==> config.mk <==
export PLATFORM = sky130hd
export DESIGN_NAME = battery_voltage_smoother_unit_flat
export DESIGN_NICKNAME = d
export VERILOG_FILES = /design/src/rtl/bvs_pkg.sv /design/src/rtl/bvs_if.sv /design/src/rtl/battery_voltage_smoother_unit.sv /design/src/rtl/bvs_ring.sv /design/src/rtl/bvs_div.sv /design/src/flat_wrapper.sv
export SDC_FILE = /design/constraint.sdc
export NUM_CORES = 2
export LEC_CHECK = 0
export BUFFER_PORTS_ARGS = -buffer_cell sky130_fd_sc_hd__buf_2
export CORE_MARGIN = 10
export CORE_UTILIZATION = 58
export CTS_CLUSTER_DIAMETER = 30
export DETAILED_ROUTE_END_ITERATION = 16
export PLACE_DENSITY = 0.81
export REMOVE_ABC_BUFFERS = 1
export SETUP_SLACK_MARGIN = 0.15
export SYNTH_ARGS = -nofsm -noshare
export SYNTH_HDL_FRONTEND = slang
export SYNTH_SLANG_ARGS = --single-unit
export TNS_END_PERCENT = 1
==> constraint.sdc <==
create_clock -name clk -period 10.9 [get_ports clk]
set_clock_uncertainty 0.05 [all_clocks]
set_input_delay 2.18 -clock clk [delete_from_list [all_inputs] [get_ports clk]]
set_output_delay 2.18 -clock clk [all_outputs]
set_load 0.02 [all_outputs]
==> src/rtl/bvs_pkg.sv <==
// Shared widths, reset values, register indexes and divider handshake types
// for the battery voltage smoother. No dependencies.
`default_nettype none

package bvs_pkg;

  localparam int RAW_W       = 12;
  localparam int SCALE_W     = 20;
  localparam int SCALE_SHIFT = 16;
  localparam int TICK_W      = 24;
  localparam int MV_W        = 13;
  localparam int PCT_W       = 7;
  localparam int CFG_IDX_W   = 3;
  localparam int CFG_DATA_W  = 24;

  localparam int WINDOW_LENGTH_DEF = 8;

  localparam logic [SCALE_W-1:0] MV_SCALE_RST   = 20'd105600;
  localparam logic [TICK_W-1:0]  INTERVAL_RST   = 24'd1000;
  localparam logic [MV_W-1:0]    VALID_LOW_RST  = 13'd2500;
  localparam logic [MV_W-1:0]    VALID_HIGH_RST = 13'd5000;
  localparam logic [MV_W-1:0]    EMPTY_RST      = 13'd3200;
  localparam logic [MV_W-1:0]    FULL_RST       = 13'd4200;

  localparam logic [PCT_W-1:0]   PCT_FULL       = 7'd100;

  typedef enum logic [CFG_IDX_W-1:0] {
    CFG_MV_SCALE   = 3'd0,
    CFG_INTERVAL   = 3'd1,
    CFG_VALID_LOW  = 3'd2,
    CFG_VALID_HIGH = 3'd3,
    CFG_EMPTY      = 3'd4,
    CFG_FULL       = 3'd5
  } cfg_idx_t;

  // Quotient bit count for the percentage division on the divider
  localparam int DIV_QCNT_W = 4;
  localparam logic [DIV_QCNT_W-1:0] QBITS_PCT = 4'd7;

  typedef struct packed {
    logic                  start;
    logic [DIV_QCNT_W-1:0] qbits;
  } div_req_t;

  typedef struct packed {
    logic            busy;
    logic            done;
    logic [MV_W-1:0] quot;
  } div_rsp_t;

endpackage

`default_nettype wire

==> src/rtl/bvs_if.sv <==
// Valid/ready channel interfaces for the sample, result and config ports.
// Depends on bvs_pkg for payload widths.
`default_nettype none

interface bvs_in_if;
  import bvs_pkg::*;
  logic             valid;
  logic             ready;
  logic [RAW_W-1:0] raw_sample;
  logic             force_update;

  modport source (output valid, output raw_sample, output force_update, input ready);
  modport sink   (input valid, input raw_sample, input force_update, output ready);
endinterface

interface bvs_out_if;
  import bvs_pkg::*;
  logic             valid;
  logic             ready;
  logic [MV_W-1:0]  smoothed_mv;
  logic [PCT_W-1:0] charge_percent;
  logic             updated;
  logic             sample_valid;

  modport source (output valid, output smoothed_mv, output charge_percent,
                  output updated, output sample_valid, input ready);
  modport sink   (input valid, input smoothed_mv, input charge_percent,
                  input updated, input sample_valid, output ready);
endinterface

interface bvs_cfg_if;
  import bvs_pkg::*;
  logic                  valid;
  logic                  ready;
  logic [CFG_IDX_W-1:0]  reg_index;
  logic [CFG_DATA_W-1:0] wdata;

  modport source (output valid, output reg_index, output wdata, input ready);
  modport sink   (input valid, input reg_index, input wdata, output ready);
endinterface

`default_nettype wire

==> src/rtl/battery_voltage_smoother_unit.sv <==
// Battery voltage smoother, one item in flight. The time from the input accept to the load of the
// result register is set by the ring walk (one read port) and the one-bit-per-cycle percentage
// divider; a tick without an update skips the walk, a clamped percentage skips the divider, and
// the first update also fills the whole ring. The next beat is taken in the cycle after the result
// loads, and a stalled result holds the block. Reset (rst_n low, synchronous) loads the defaults.
`default_nettype none

module battery_voltage_smoother_unit #(
  parameter int WINDOW_LENGTH = bvs_pkg::WINDOW_LENGTH_DEF
) (
  input  wire logic clk,
  input  wire logic rst_n,
  bvs_in_if.sink    in_chan,
  bvs_out_if.source out_chan,
  bvs_cfg_if.sink   cfg_chan
);
  import bvs_pkg::*;

  localparam int SLOT_W  = $clog2(WINDOW_LENGTH);
  localparam int AGE_W   = $clog2(WINDOW_LENGTH + 1);
  localparam int WT_W    = $clog2(2 * WINDOW_LENGTH);
  localparam int SUM_W   = SLOT_W + 2;
  localparam int TOTAL   = WINDOW_LENGTH * (3 * WINDOW_LENGTH - 1) / 2;
  localparam int TOT_W   = $clog2(TOTAL + 1);
  localparam int ACC_W   = MV_W + TOT_W;
  localparam int DVS_W   = (TOT_W > MV_W) ? TOT_W : MV_W;
  localparam int DVD_W   = (ACC_W > DVS_W + MV_W) ? ACC_W : DVS_W + MV_W;
  localparam int MA_W    = (ACC_W > SCALE_W) ? ACC_W : SCALE_W;
  localparam int MB_W    = MV_W + 2;
  localparam int PROD_W  = MA_W + MB_W;
  localparam int MVF_W   = RAW_W + SCALE_W - SCALE_SHIFT;

  // Reciprocal of the total weight, scaled by 2^ACC_W
  localparam longint    RECIP_L = (longint'(1) << ACC_W) / TOTAL;
  localparam logic [MB_W-1:0] RECIP = MB_W'(RECIP_L);

  localparam logic [WT_W:0]     TWO_W    = (WT_W + 1)'(2 * WINDOW_LENGTH);
  localparam logic [SLOT_W-1:0] LAST_SLOT = SLOT_W'(WINDOW_LENGTH - 1);

  typedef enum logic [3:0] {
    S_IDLE, S_SCALE, S_FILL, S_WRITE, S_MAC,
    S_AVG_START, S_AVG_FIX, S_PCT, S_PCT_WAIT, S_DONE
  } state_t;

  // Configuration registers
  logic [SCALE_W-1:0] scale_r;
  logic [TICK_W-1:0]  interval_r;
  logic [MV_W-1:0]    vlow_r;
  logic [MV_W-1:0]    vhigh_r;
  logic [MV_W-1:0]    empty_r;
  logic [MV_W-1:0]    full_r;

  // Sequencer and block state
  state_t             state_r;
  logic [TICK_W-1:0]  ticks_r;
  logic               pending_r;
  logic               primed_r;
  logic [SLOT_W-1:0]  slot_r;
  logic [SLOT_W-1:0]  fill_r;
  logic [AGE_W-1:0]   age_r;
  logic [MV_W-1:0]    last_valid_r;
  logic [MV_W-1:0]    smoothed_r;
  logic [RAW_W-1:0]   raw_r;
  logic               upd_r;
  logic               valid_r;
  logic [MV_W-1:0]    sample_r;
  logic [ACC_W-1:0]   acc_r;
  logic [MV_W-1:0]    avg_q_r;
  logic [PCT_W-1:0]   pct_r;

  logic               out_valid_r;
  logic [MV_W-1:0]    out_sm_r;
  logic [PCT_W-1:0]   out_pct_r;
  logic               out_upd_r;
  logic               out_sv_r;

  // Datapath nets
  logic               in_fire;
  logic [TICK_W-1:0]  ticks_inc;
  logic               do_upd;
  logic [MA_W-1:0]    mul_a;
  logic [MB_W-1:0]    mul_b;
  logic [PROD_W-1:0]  prod;
  logic [MVF_W-1:0]   mv_full;
  logic               in_win;
  logic [ACC_W-1:0]   avg_rem;
  logic [MV_W-1:0]    pct_d;
  logic [MV_W-1:0]    span;
  logic [WT_W:0]      wt_full;
  logic [WT_W-1:0]    weight;
  logic [SUM_W-1:0]   rd_sum;
  logic [SUM_W-1:0]   rd_mod;
  logic               ring_we;
  logic [SLOT_W-1:0]  ring_waddr;
  logic               ring_re;
  logic [SLOT_W-1:0]  ring_raddr;
  logic [MV_W-1:0]    ring_rdata;
  logic               out_free;

  div_req_t           div_req;
  div_rsp_t           div_rsp;
  logic [DVD_W-1:0]   div_dividend;
  logic [DVS_W-1:0]   div_divisor;

  assign in_chan.ready  = (state_r == S_IDLE);
  assign in_fire        = in_chan.valid && (state_r == S_IDLE);
  assign cfg_chan.ready = 1'b1;
  assign out_free       = !out_valid_r || out_chan.ready;

  assign ticks_inc = (ticks_r != '1) ? ticks_r + 1'b1 : ticks_r;
  assign do_upd    = pending_r || in_chan.force_update || (ticks_inc >= interval_r);

  // Shared multiplier: scaling, weighted sum, average, percent numerator
  always_comb begin
    case (state_r)
      S_MAC: begin
        mul_a = MA_W'(ring_rdata);
        mul_b = MB_W'(weight);
      end
      S_AVG_START: begin
        mul_a = MA_W'(acc_r);
        mul_b = RECIP;
      end
      S_AVG_FIX: begin
        mul_a = MA_W'(avg_q_r);
        mul_b = MB_W'(TOTAL);
      end
      S_PCT: begin
        mul_a = MA_W'(pct_d);
        mul_b = MB_W'(PCT_FULL);
      end
      default: begin
        mul_a = MA_W'(scale_r);
        mul_b = MB_W'(raw_r);
      end
    endcase
  end

  assign prod    = PROD_W'(mul_a) * PROD_W'(mul_b);
  assign mv_full = prod[SCALE_SHIFT +: MVF_W];
  assign in_win  = (mv_full >= MVF_W'(vlow_r)) && (mv_full <= MVF_W'(vhigh_r));

  // The reciprocal estimate is the true quotient or one below it
  assign avg_rem = acc_r - prod[ACC_W-1:0];

  assign pct_d = smoothed_r - empty_r;
  assign span  = full_r - empty_r;

  // Weight of the entry read last cycle (age = age_r - 1)
  assign wt_full = TWO_W - (WT_W + 1)'(age_r);
  assign weight  = wt_full[WT_W-1:0];

  // Slot of age a is slot_r - 1 - a, modulo the window
  assign rd_sum = SUM_W'(slot_r) + SUM_W'(WINDOW_LENGTH - 1) - SUM_W'(age_r);
  assign rd_mod = (rd_sum >= SUM_W'(WINDOW_LENGTH)) ? rd_sum - SUM_W'(WINDOW_LENGTH) : rd_sum;

  assign ring_we    = (state_r == S_FILL) || (state_r == S_WRITE);
  assign ring_waddr = (state_r == S_FILL) ? fill_r : slot_r;
  assign ring_re    = (state_r == S_MAC) && (age_r < AGE_W'(WINDOW_LENGTH));
  assign ring_raddr = rd_mod[SLOT_W-1:0];

  bvs_ring #(
    .DEPTH  (WINDOW_LENGTH),
    .ADDR_W (SLOT_W)
  ) u_ring (
    .clk   (clk),
    .we    (ring_we),
    .waddr (ring_waddr),
    .wdata (sample_r),
    .re    (ring_re),
    .raddr (ring_raddr),
    .rdata (ring_rdata)
  );

  always_comb begin
    div_req.start = (state_r == S_PCT) && (full_r > empty_r) && (smoothed_r > empty_r)
                    && (pct_d < span);
    div_req.qbits = QBITS_PCT;
    div_dividend  = DVD_W'(prod);
    div_divisor   = DVS_W'(span);
  end

  bvs_div #(
    .DVD_W (DVD_W),
    .DVS_W (DVS_W)
  ) u_div (
    .clk      (clk),
    .rst_n    (rst_n),
    .req      (div_req),
    .dividend (div_dividend),
    .divisor  (div_divisor),
    .rsp      (div_rsp)
  );

  // Configuration writes; indexes beyond the list are dropped
  always_ff @(posedge clk) begin
    if (!rst_n) begin
      scale_r    <= MV_SCALE_RST;
      interval_r <= INTERVAL_RST;
      vlow_r     <= VALID_LOW_RST;
      vhigh_r    <= VALID_HIGH_RST;
      empty_r    <= EMPTY_RST;
      full_r     <= FULL_RST;
    end else if (cfg_chan.valid) begin
      unique case (cfg_idx_t'(cfg_chan.reg_index))
        CFG_MV_SCALE:   scale_r    <= cfg_chan.wdata[SCALE_W-1:0];
        CFG_INTERVAL:   interval_r <= cfg_chan.wdata[TICK_W-1:0];
        CFG_VALID_LOW:  vlow_r     <= cfg_chan.wdata[MV_W-1:0];
        CFG_VALID_HIGH: vhigh_r    <= cfg_chan.wdata[MV_W-1:0];
        CFG_EMPTY:      empty_r    <= cfg_chan.wdata[MV_W-1:0];
        CFG_FULL:       full_r     <= cfg_chan.wdata[MV_W-1:0];
        default: ;
      endcase
    end
  end

  always_ff @(posedge clk) begin
    if (!rst_n) begin
      state_r      <= S_IDLE;
      ticks_r      <= '0;
      pending_r    <= 1'b1;
      primed_r     <= 1'b0;
      slot_r       <= '0;
      last_valid_r <= '0;
      smoothed_r   <= '0;
      out_valid_r  <= 1'b0;
    end else begin
      // drop valid once taken, unless a new result loads this cycle
      if (out_valid_r && out_chan.ready && (state_r != S_DONE)) begin
        out_valid_r <= 1'b0;
      end
      unique case (state_r)
        S_IDLE: begin
          if (in_fire) begin
            raw_r   <= in_chan.raw_sample;
            upd_r   <= do_upd;
            valid_r <= 1'b0;
            if (do_upd) begin
              ticks_r   <= '0;
              pending_r <= 1'b0;
              state_r   <= S_SCALE;
            end else begin
              ticks_r <= ticks_inc;
              state_r <= S_PCT;
            end
          end
        end
        S_SCALE: begin
          valid_r <= in_win;
          if (in_win) begin
            last_valid_r <= mv_full[MV_W-1:0];
            sample_r     <= mv_full[MV_W-1:0];
          end else begin
            sample_r <= last_valid_r;
          end
          fill_r  <= '0;
          state_r <= primed_r ? S_WRITE : S_FILL;
        end
        S_FILL: begin
          fill_r <= fill_r + 1'b1;
          if (fill_r == LAST_SLOT) begin
            primed_r <= 1'b1;
            state_r  <= S_WRITE;
          end
        end
        S_WRITE: begin
          slot_r  <= (slot_r == LAST_SLOT) ? '0 : slot_r + 1'b1;
          age_r   <= '0;
          acc_r   <= '0;
          state_r <= S_MAC;
        end
        S_MAC: begin
          // accumulate the entry read last cycle, issue the next read
          if (age_r != '0) begin
            acc_r <= acc_r + prod[ACC_W-1:0];
          end
          age_r <= age_r + 1'b1;
          if (age_r == AGE_W'(WINDOW_LENGTH)) begin
            state_r <= S_AVG_START;
          end
        end
        S_AVG_START: begin
          avg_q_r <= prod[ACC_W +: MV_W];
          state_r <= S_AVG_FIX;
        end
        S_AVG_FIX: begin
          smoothed_r <= (avg_rem >= ACC_W'(TOTAL)) ? avg_q_r + 1'b1 : avg_q_r;
          state_r    <= S_PCT;
        end
        S_PCT: begin
          if (div_req.start) begin
            state_r <= S_PCT_WAIT;
          end else begin
            pct_r   <= ((full_r > empty_r) && (smoothed_r > empty_r)) ? PCT_FULL : '0;
            state_r <= S_DONE;
          end
        end
        S_PCT_WAIT: begin
          if (div_rsp.done) begin
            pct_r   <= div_rsp.quot[PCT_W-1:0];
            state_r <= S_DONE;
          end
        end
        S_DONE: begin
          // hold until the output register is free
          if (out_free) begin
            out_valid_r <= 1'b1;
            out_sm_r    <= smoothed_r;
            out_pct_r   <= pct_r;
            out_upd_r   <= upd_r;
            out_sv_r    <= valid_r;
            state_r     <= S_IDLE;
          end
        end
        default: state_r <= S_IDLE;
      endcase
    end
  end

  assign out_chan.valid          = out_valid_r;
  assign out_chan.smoothed_mv    = out_sm_r;
  assign out_chan.charge_percent = out_pct_r;
  assign out_chan.updated        = out_upd_r;
  assign out_chan.sample_valid   = out_sv_r;

  a_valid_needs_update: assert property (@(posedge clk) disable iff (!rst_n)
    out_chan.valid |-> (!out_chan.sample_valid || out_chan.updated))
    else $error("sample_valid set on a beat without an update");

  a_pct_range: assert property (@(posedge clk) disable iff (!rst_n)
    out_chan.valid |-> (out_chan.charge_percent <= PCT_FULL))
    else $error("charge_percent above full scale");

  a_one_at_a_time: assert property (@(posedge clk) disable iff (!rst_n)
    (in_chan.valid && in_chan.ready) |=> !in_chan.ready)
    else $error("input taken while an item is in flight");

  a_walk_after_prime: assert property (@(posedge clk) disable iff (!rst_n)
    (state_r == S_MAC) |-> (primed_r && !div_rsp.busy))
    else $error("ring walk before priming or with divider busy");

endmodule

`default_nettype wire

==> src/rtl/bvs_ring.sv <==
// Sample ring memory: one write port, one registered read port.
// Depends on bvs_pkg for the sample width.
`default_nettype none

module bvs_ring #(
  parameter int DEPTH  = bvs_pkg::WINDOW_LENGTH_DEF,
  parameter int ADDR_W = $clog2(DEPTH)
) (
  input  wire logic                    clk,
  input  wire logic                    we,
  input  wire logic [ADDR_W-1:0]       waddr,
  input  wire logic [bvs_pkg::MV_W-1:0] wdata,
  input  wire logic                    re,
  input  wire logic [ADDR_W-1:0]       raddr,
  output      logic [bvs_pkg::MV_W-1:0] rdata
);
  import bvs_pkg::*;

  logic [MV_W-1:0] mem [DEPTH];
  logic [MV_W-1:0] rdata_r;

  always_ff @(posedge clk) begin
    if (we) begin
      mem[waddr] <= wdata;
    end
    if (re) begin
      rdata_r <= mem[raddr];
    end
  end

  assign rdata = rdata_r;

endmodule

`default_nettype wire

==> src/rtl/bvs_div.sv <==
// Restoring divider, one quotient bit per cycle, quotient up to MV_W bits.
// Depends on bvs_pkg for the request and response structs.
`default_nettype none

module bvs_div #(
  parameter int DVD_W = 26,
  parameter int DVS_W = bvs_pkg::MV_W
) (
  input  wire logic              clk,
  input  wire logic              rst_n,
  input  wire bvs_pkg::div_req_t req,
  input  wire logic [DVD_W-1:0]  dividend,
  input  wire logic [DVS_W-1:0]  divisor,
  output      bvs_pkg::div_rsp_t rsp
);
  import bvs_pkg::*;

  logic                  busy_r;
  logic                  done_r;
  logic [DIV_QCNT_W-1:0] cnt_r;
  logic [DVD_W-1:0]      rem_r;
  logic [DVD_W-1:0]      dsh_r;
  logic [MV_W-1:0]       quot_r;
  logic                  fits;

  // Caller guarantees dividend < divisor << qbits
  assign fits = (rem_r >= dsh_r);

  always_ff @(posedge clk) begin
    if (!rst_n) begin
      busy_r <= 1'b0;
      done_r <= 1'b0;
      cnt_r  <= '0;
    end else begin
      done_r <= 1'b0;
      if (req.start) begin
        busy_r <= 1'b1;
        cnt_r  <= req.qbits;
      end else if (busy_r) begin
        cnt_r <= cnt_r - 1'b1;
        if (cnt_r == DIV_QCNT_W'(1)) begin
          busy_r <= 1'b0;
          done_r <= 1'b1;
        end
      end
    end
  end

  always_ff @(posedge clk) begin
    if (req.start) begin
      rem_r  <= dividend;
      dsh_r  <= DVD_W'(divisor) << (req.qbits - 1'b1);
      quot_r <= '0;
    end else if (busy_r) begin
      if (fits) begin
        rem_r <= rem_r - dsh_r;
      end
      quot_r <= {quot_r[MV_W-2:0], fits};
      dsh_r  <= dsh_r >> 1;
    end
  end

  assign rsp.busy = busy_r;
  assign rsp.done = done_r;
  assign rsp.quot = quot_r;

endmodule

`default_nettype wire

==> src/flat_wrapper.sv <==
// flat-port wrapper written by rule: the top's interface ports become plain ports
module battery_voltage_smoother_unit_flat import bvs_pkg::*;
#(
  parameter int WINDOW_LENGTH = bvs_pkg::WINDOW_LENGTH_DEF
)
  (clk, rst_n, in_chan_valid, in_chan_raw_sample, in_chan_force_update, in_chan_ready, out_chan_valid, out_chan_smoothed_mv, out_chan_charge_percent, out_chan_updated, out_chan_sample_valid, out_chan_ready, cfg_chan_valid, cfg_chan_reg_index, cfg_chan_wdata, cfg_chan_ready);
  bvs_in_if in_chan_i ();
  bvs_out_if out_chan_i ();
  bvs_cfg_if cfg_chan_i ();
  input  wire logic clk;
  input  wire logic rst_n;
  input wire logic [$bits(in_chan_i.valid)-1:0] in_chan_valid;
  input wire logic [$bits(in_chan_i.raw_sample)-1:0] in_chan_raw_sample;
  input wire logic [$bits(in_chan_i.force_update)-1:0] in_chan_force_update;
  output wire logic [$bits(in_chan_i.ready)-1:0] in_chan_ready;
  output wire logic [$bits(out_chan_i.valid)-1:0] out_chan_valid;
  output wire logic [$bits(out_chan_i.smoothed_mv)-1:0] out_chan_smoothed_mv;
  output wire logic [$bits(out_chan_i.charge_percent)-1:0] out_chan_charge_percent;
  output wire logic [$bits(out_chan_i.updated)-1:0] out_chan_updated;
  output wire logic [$bits(out_chan_i.sample_valid)-1:0] out_chan_sample_valid;
  input wire logic [$bits(out_chan_i.ready)-1:0] out_chan_ready;
  input wire logic [$bits(cfg_chan_i.valid)-1:0] cfg_chan_valid;
  input wire logic [$bits(cfg_chan_i.reg_index)-1:0] cfg_chan_reg_index;
  input wire logic [$bits(cfg_chan_i.wdata)-1:0] cfg_chan_wdata;
  output wire logic [$bits(cfg_chan_i.ready)-1:0] cfg_chan_ready;
  assign in_chan_i.valid = in_chan_valid;
  assign in_chan_i.raw_sample = in_chan_raw_sample;
  assign in_chan_i.force_update = in_chan_force_update;
  assign in_chan_ready = in_chan_i.ready;
  assign out_chan_valid = out_chan_i.valid;
  assign out_chan_smoothed_mv = out_chan_i.smoothed_mv;
  assign out_chan_charge_percent = out_chan_i.charge_percent;
  assign out_chan_updated = out_chan_i.updated;
  assign out_chan_sample_valid = out_chan_i.sample_valid;
  assign out_chan_i.ready = out_chan_ready;
  assign cfg_chan_i.valid = cfg_chan_valid;
  assign cfg_chan_i.reg_index = cfg_chan_reg_index;
  assign cfg_chan_i.wdata = cfg_chan_wdata;
  assign cfg_chan_ready = cfg_chan_i.ready;
  battery_voltage_smoother_unit #(.WINDOW_LENGTH(WINDOW_LENGTH)) u_core (.clk(clk), .rst_n(rst_n), .in_chan(in_chan_i), .out_chan(out_chan_i), .cfg_chan(cfg_chan_i));
endmodule
==> results.md <==
* Worst-path clk slew at about 0.06 ns
* Max-slew headroom at 0.166
* Post-route setup TNS at 0 ns
* Asr flop ratio synth at 0
* Worst path slowest cell: fa_1
* Final Util at 0.682
* Routed len/inst at roughly 23 um
* IO Pins at 70
* Die area at approximately 64000 sq um
* Worst-margin pin slew at roughly 1.2 ns
* CTS HTree Levels at 3
* Die Ht at between 200 and 300 um
* Ranking of synthesized cells by area: edfxtp_1, fa_1, dfxtp_1
* Synth Register Bits at about 430
* Worst r2r src: u_core.empty_r[1]
* Floorplan row count at between 80 and 90
* Initial antenna violation count at 4
* Tcrit/Tclk final at 0.980
* CTS root buffer: clkbuf_16
* Yosys top cell area share at 0.239
* Fillers at about 4000
* Layout Cells excl Fill at roughly 4200
* Final ANT Viol Nets at 0
* Worst setup margin at 0.217 ns
* Synth area leader: edfxtp_1
* First-pass GRT wire length at approximately 150000 um
* Yosys warns at 0
* Crit start category: register
* Worst skew pair latency at approximately 0.7 ns
* Commonest non-fill, non-tap cell in the layout: nand2_1
* Total CTS buffers at between 80 and 90
* CP Capture Point: u_core.sample_r[2]
* TritonCTS Sinks at between 400 and 500
* Final setup vio count at 0
* Final Net Count at 3970
* Worst-path fanout max at 7
* Placed cells at between 4000 and 5000
* Setup slack after placement at -0.153 ns
* I/O Buffers at 68
* Most frequent cells in the layout: nand2_1, inv_1, edfxtp_1
* Number of global-route vias before repair at ~26000
* Total gr overflow at 0
* Crit Reg-Reg Endpoint: u_core.sample_r[2]
* Syn Area/Cell at around 9.5 sq um
* Vias per inst at between 6 and 7
* Worst path max stage delay at 0.54 ns
* Netlist cell types at 91
* FF-to-FF path depth at 45
* Flop-to-flop setup slack at ~0.22 ns
* Die width at approximately 250 um
* CTS tree: yes
* Largest net degree at the start of global routing at 70
* Crit path kind: reg -> reg
* Crit path DAT at 11.06 ns
* Top FF cell, synth: edfxtp_1
* HPWL Detailed at about 70000 um
* Post-route minimum period at between 10 and 15 ns
* F_max at 93.6 MHz
* Required time worst endpoint at approximately 11 ns
* Final WL at just under 100000 um
* Sequential-to-total area share from yosys stat at 0.350
* Crit path capture type: register
* Initial core utilization at 0.587
* Worst Setup SP: u_core.empty_r[1]
* Synthesized instance count at between 3000 and 4000
* EDFF count, synth at around 250
* Starting DRT DRC Count at 3163
* DR vias at around 26000
* Layout cells sized above 1 at 0.148
* Max-Cap Viols at 0
* Clock buffer depth at 3
* CP most frequent cell: fa_1
* Hold Path Class: reg -> reg
* Pins Over Slew Limit at 0
* Area growth from synthesis to layout at 16.3%
* Core footprint at approximately 54000 sq um
* RSZ-0062 raised after global routing: true
* Placer Congestion at 1.02
* Outcome: finished clean
* GR Util All Layers at 0.302
* Mapped Area at 31600 sq um
* Final Hold Fails at 0
* DR pass1 iterations at 6
* DRC errors left at 0
[per-layer routing]
layer	track usage	share of wire	vias to the layer above
li1	-	-	11704
met1	0.383	0.37	12721
met2	0.467	0.45	1581
met4	0.159	0.061	6
met3	0.0824	0.12	403
met5	0	0.00038	-
[area by class of cell]
cell class                      count  area (sq um)  share of cell area
Clock inverter                     54           627              0.0170
Inverter                          410          1540              0.0419
Antenna cell                        1          2.50           0.0000680
Multi-Input combinational cell   2354         19100               0.518
Timing Repair Buffer              192          1330              0.0360
Sequential cell                   427         11100               0.301
Tap cell                          696           871              0.0237
Clock buffer                      102          2280              0.0620
[per-stage QoR]
step           hold slack (ns)  area (sq um)
6_report                 0.359         36800
2_1_floorplan            0.350         31100
3_5_place_dp             0.361         33200
5_1_grt                  0.367         36800
4_1_cts                  0.363         36200
3_3_place_gp             0.351         33200
[synth_stat cells, types with 34 or more instances]
cell and number:
nand3_1 83, xnor2_1 82, nand2_1 462, a21o_1 45, fa_1 199, inv_1 410, and3_1 55, edfxtp_1 252
dfxtp_1 175, o21ai_0 89, nor3_1 65, nor2_1 244, ha_1 258, nand2b_1 34, clkbuf_1 104, a21oi_1 214
xor2_1 40
[worst max-delay path, delay by kind of cell, from the launching register on]
kind	cells	cell delay, ns
DFF	1	0.33
muxes	2	0.79
AOI/OAI and AO/OA	16	2.90
xor gates and xnor gates	2	0.31
and+or+nand+nor	8	1.50
adders and majority gates	9	3.83
buffers and inverters	8	0.74
[state kept, by name (all words and copies together), names as in the netlist, 4 cells and up]
register                        count
u_core.u_ring.rdata                13
u_core.acc_r                       20
u_core.u_div.dsh_r                 19
u_core.scale_r                     20
u_core.out_chan.smoothed_mv        13
u_core.pct_r                        7
u_core.vlow_r                      13
u_core.vhigh_r                     13
u_core.smoothed_r                  13
u_core.sample_r                    13
u_core.last_valid_r                13
u_core.interval_r                  24
u_core.avg_q_r                     13
u_core.out_chan.charge_percent      7
u_core.u_ring.mem                 104
u_core.raw_r                       12
u_core.u_div.quot_r                 7
u_core.age_r                        4
u_core.u_div.rem_r                 26
u_core.u_div.cnt_r                  4
u_core.empty_r                     13
u_core.ticks_r                     24
u_core.state_r                      4
u_core.full_r                      13
[what timing repair did]
item                                    4_1_cts  5_1_grt
setup buffers                                 0       13
resized for setup                            15       85
endpoints found under the setup margin       16       40
pin swaps                                     1       82
cloned                                        0        1
hold buffers                                  0        0
[kinds of logic (layout without fill, tap and decap cells)]
kind of cell | count (synthesis) | in the layout | share of synthesized area
and+or+nand+nor | 1097 | 1097 | 0.158
muxes | 98 | 98 | 0.0460
AOI/OAI and AO/OA | 578 | 578 | 0.118
adders and majority gates | 457 | 457 | 0.228
buffers and inverters | 543 | 758 | 0.0656
xor gates and xnor gates | 123 | 123 | 0.0343
other | 1 | 2 | 0.000119
DFF | 427 | 427 | 0.350
[worst min-delay path by stage]
stage | slack (ns) | depth (start not counted) | end | from
final | 0.36 | 0 | u_core.out_chan.charge_percent[4] | u_core.pct_r[4]
after floorplan | 0.35 | 0 | u_core.out_chan.charge_percent[0] | u_core.pct_r[0]
after detailed placement | 0.36 | 0 | u_core.out_chan.charge_percent[6] | u_core.pct_r[6]
after global placement | 0.35 | 0 | u_core.out_chan.charge_percent[3] | u_core.pct_r[3]
after global routing | 0.37 | 0 | u_core.out_chan.charge_percent[4] | u_core.pct_r[4]
after CTS | 0.36 | 0 | u_core.out_chan.charge_percent[4] | u_core.pct_r[4]
Power is left out: the tool's default activity adds up to more than one toggle a clock period on the data nets, which glitch-free logic cannot reach.
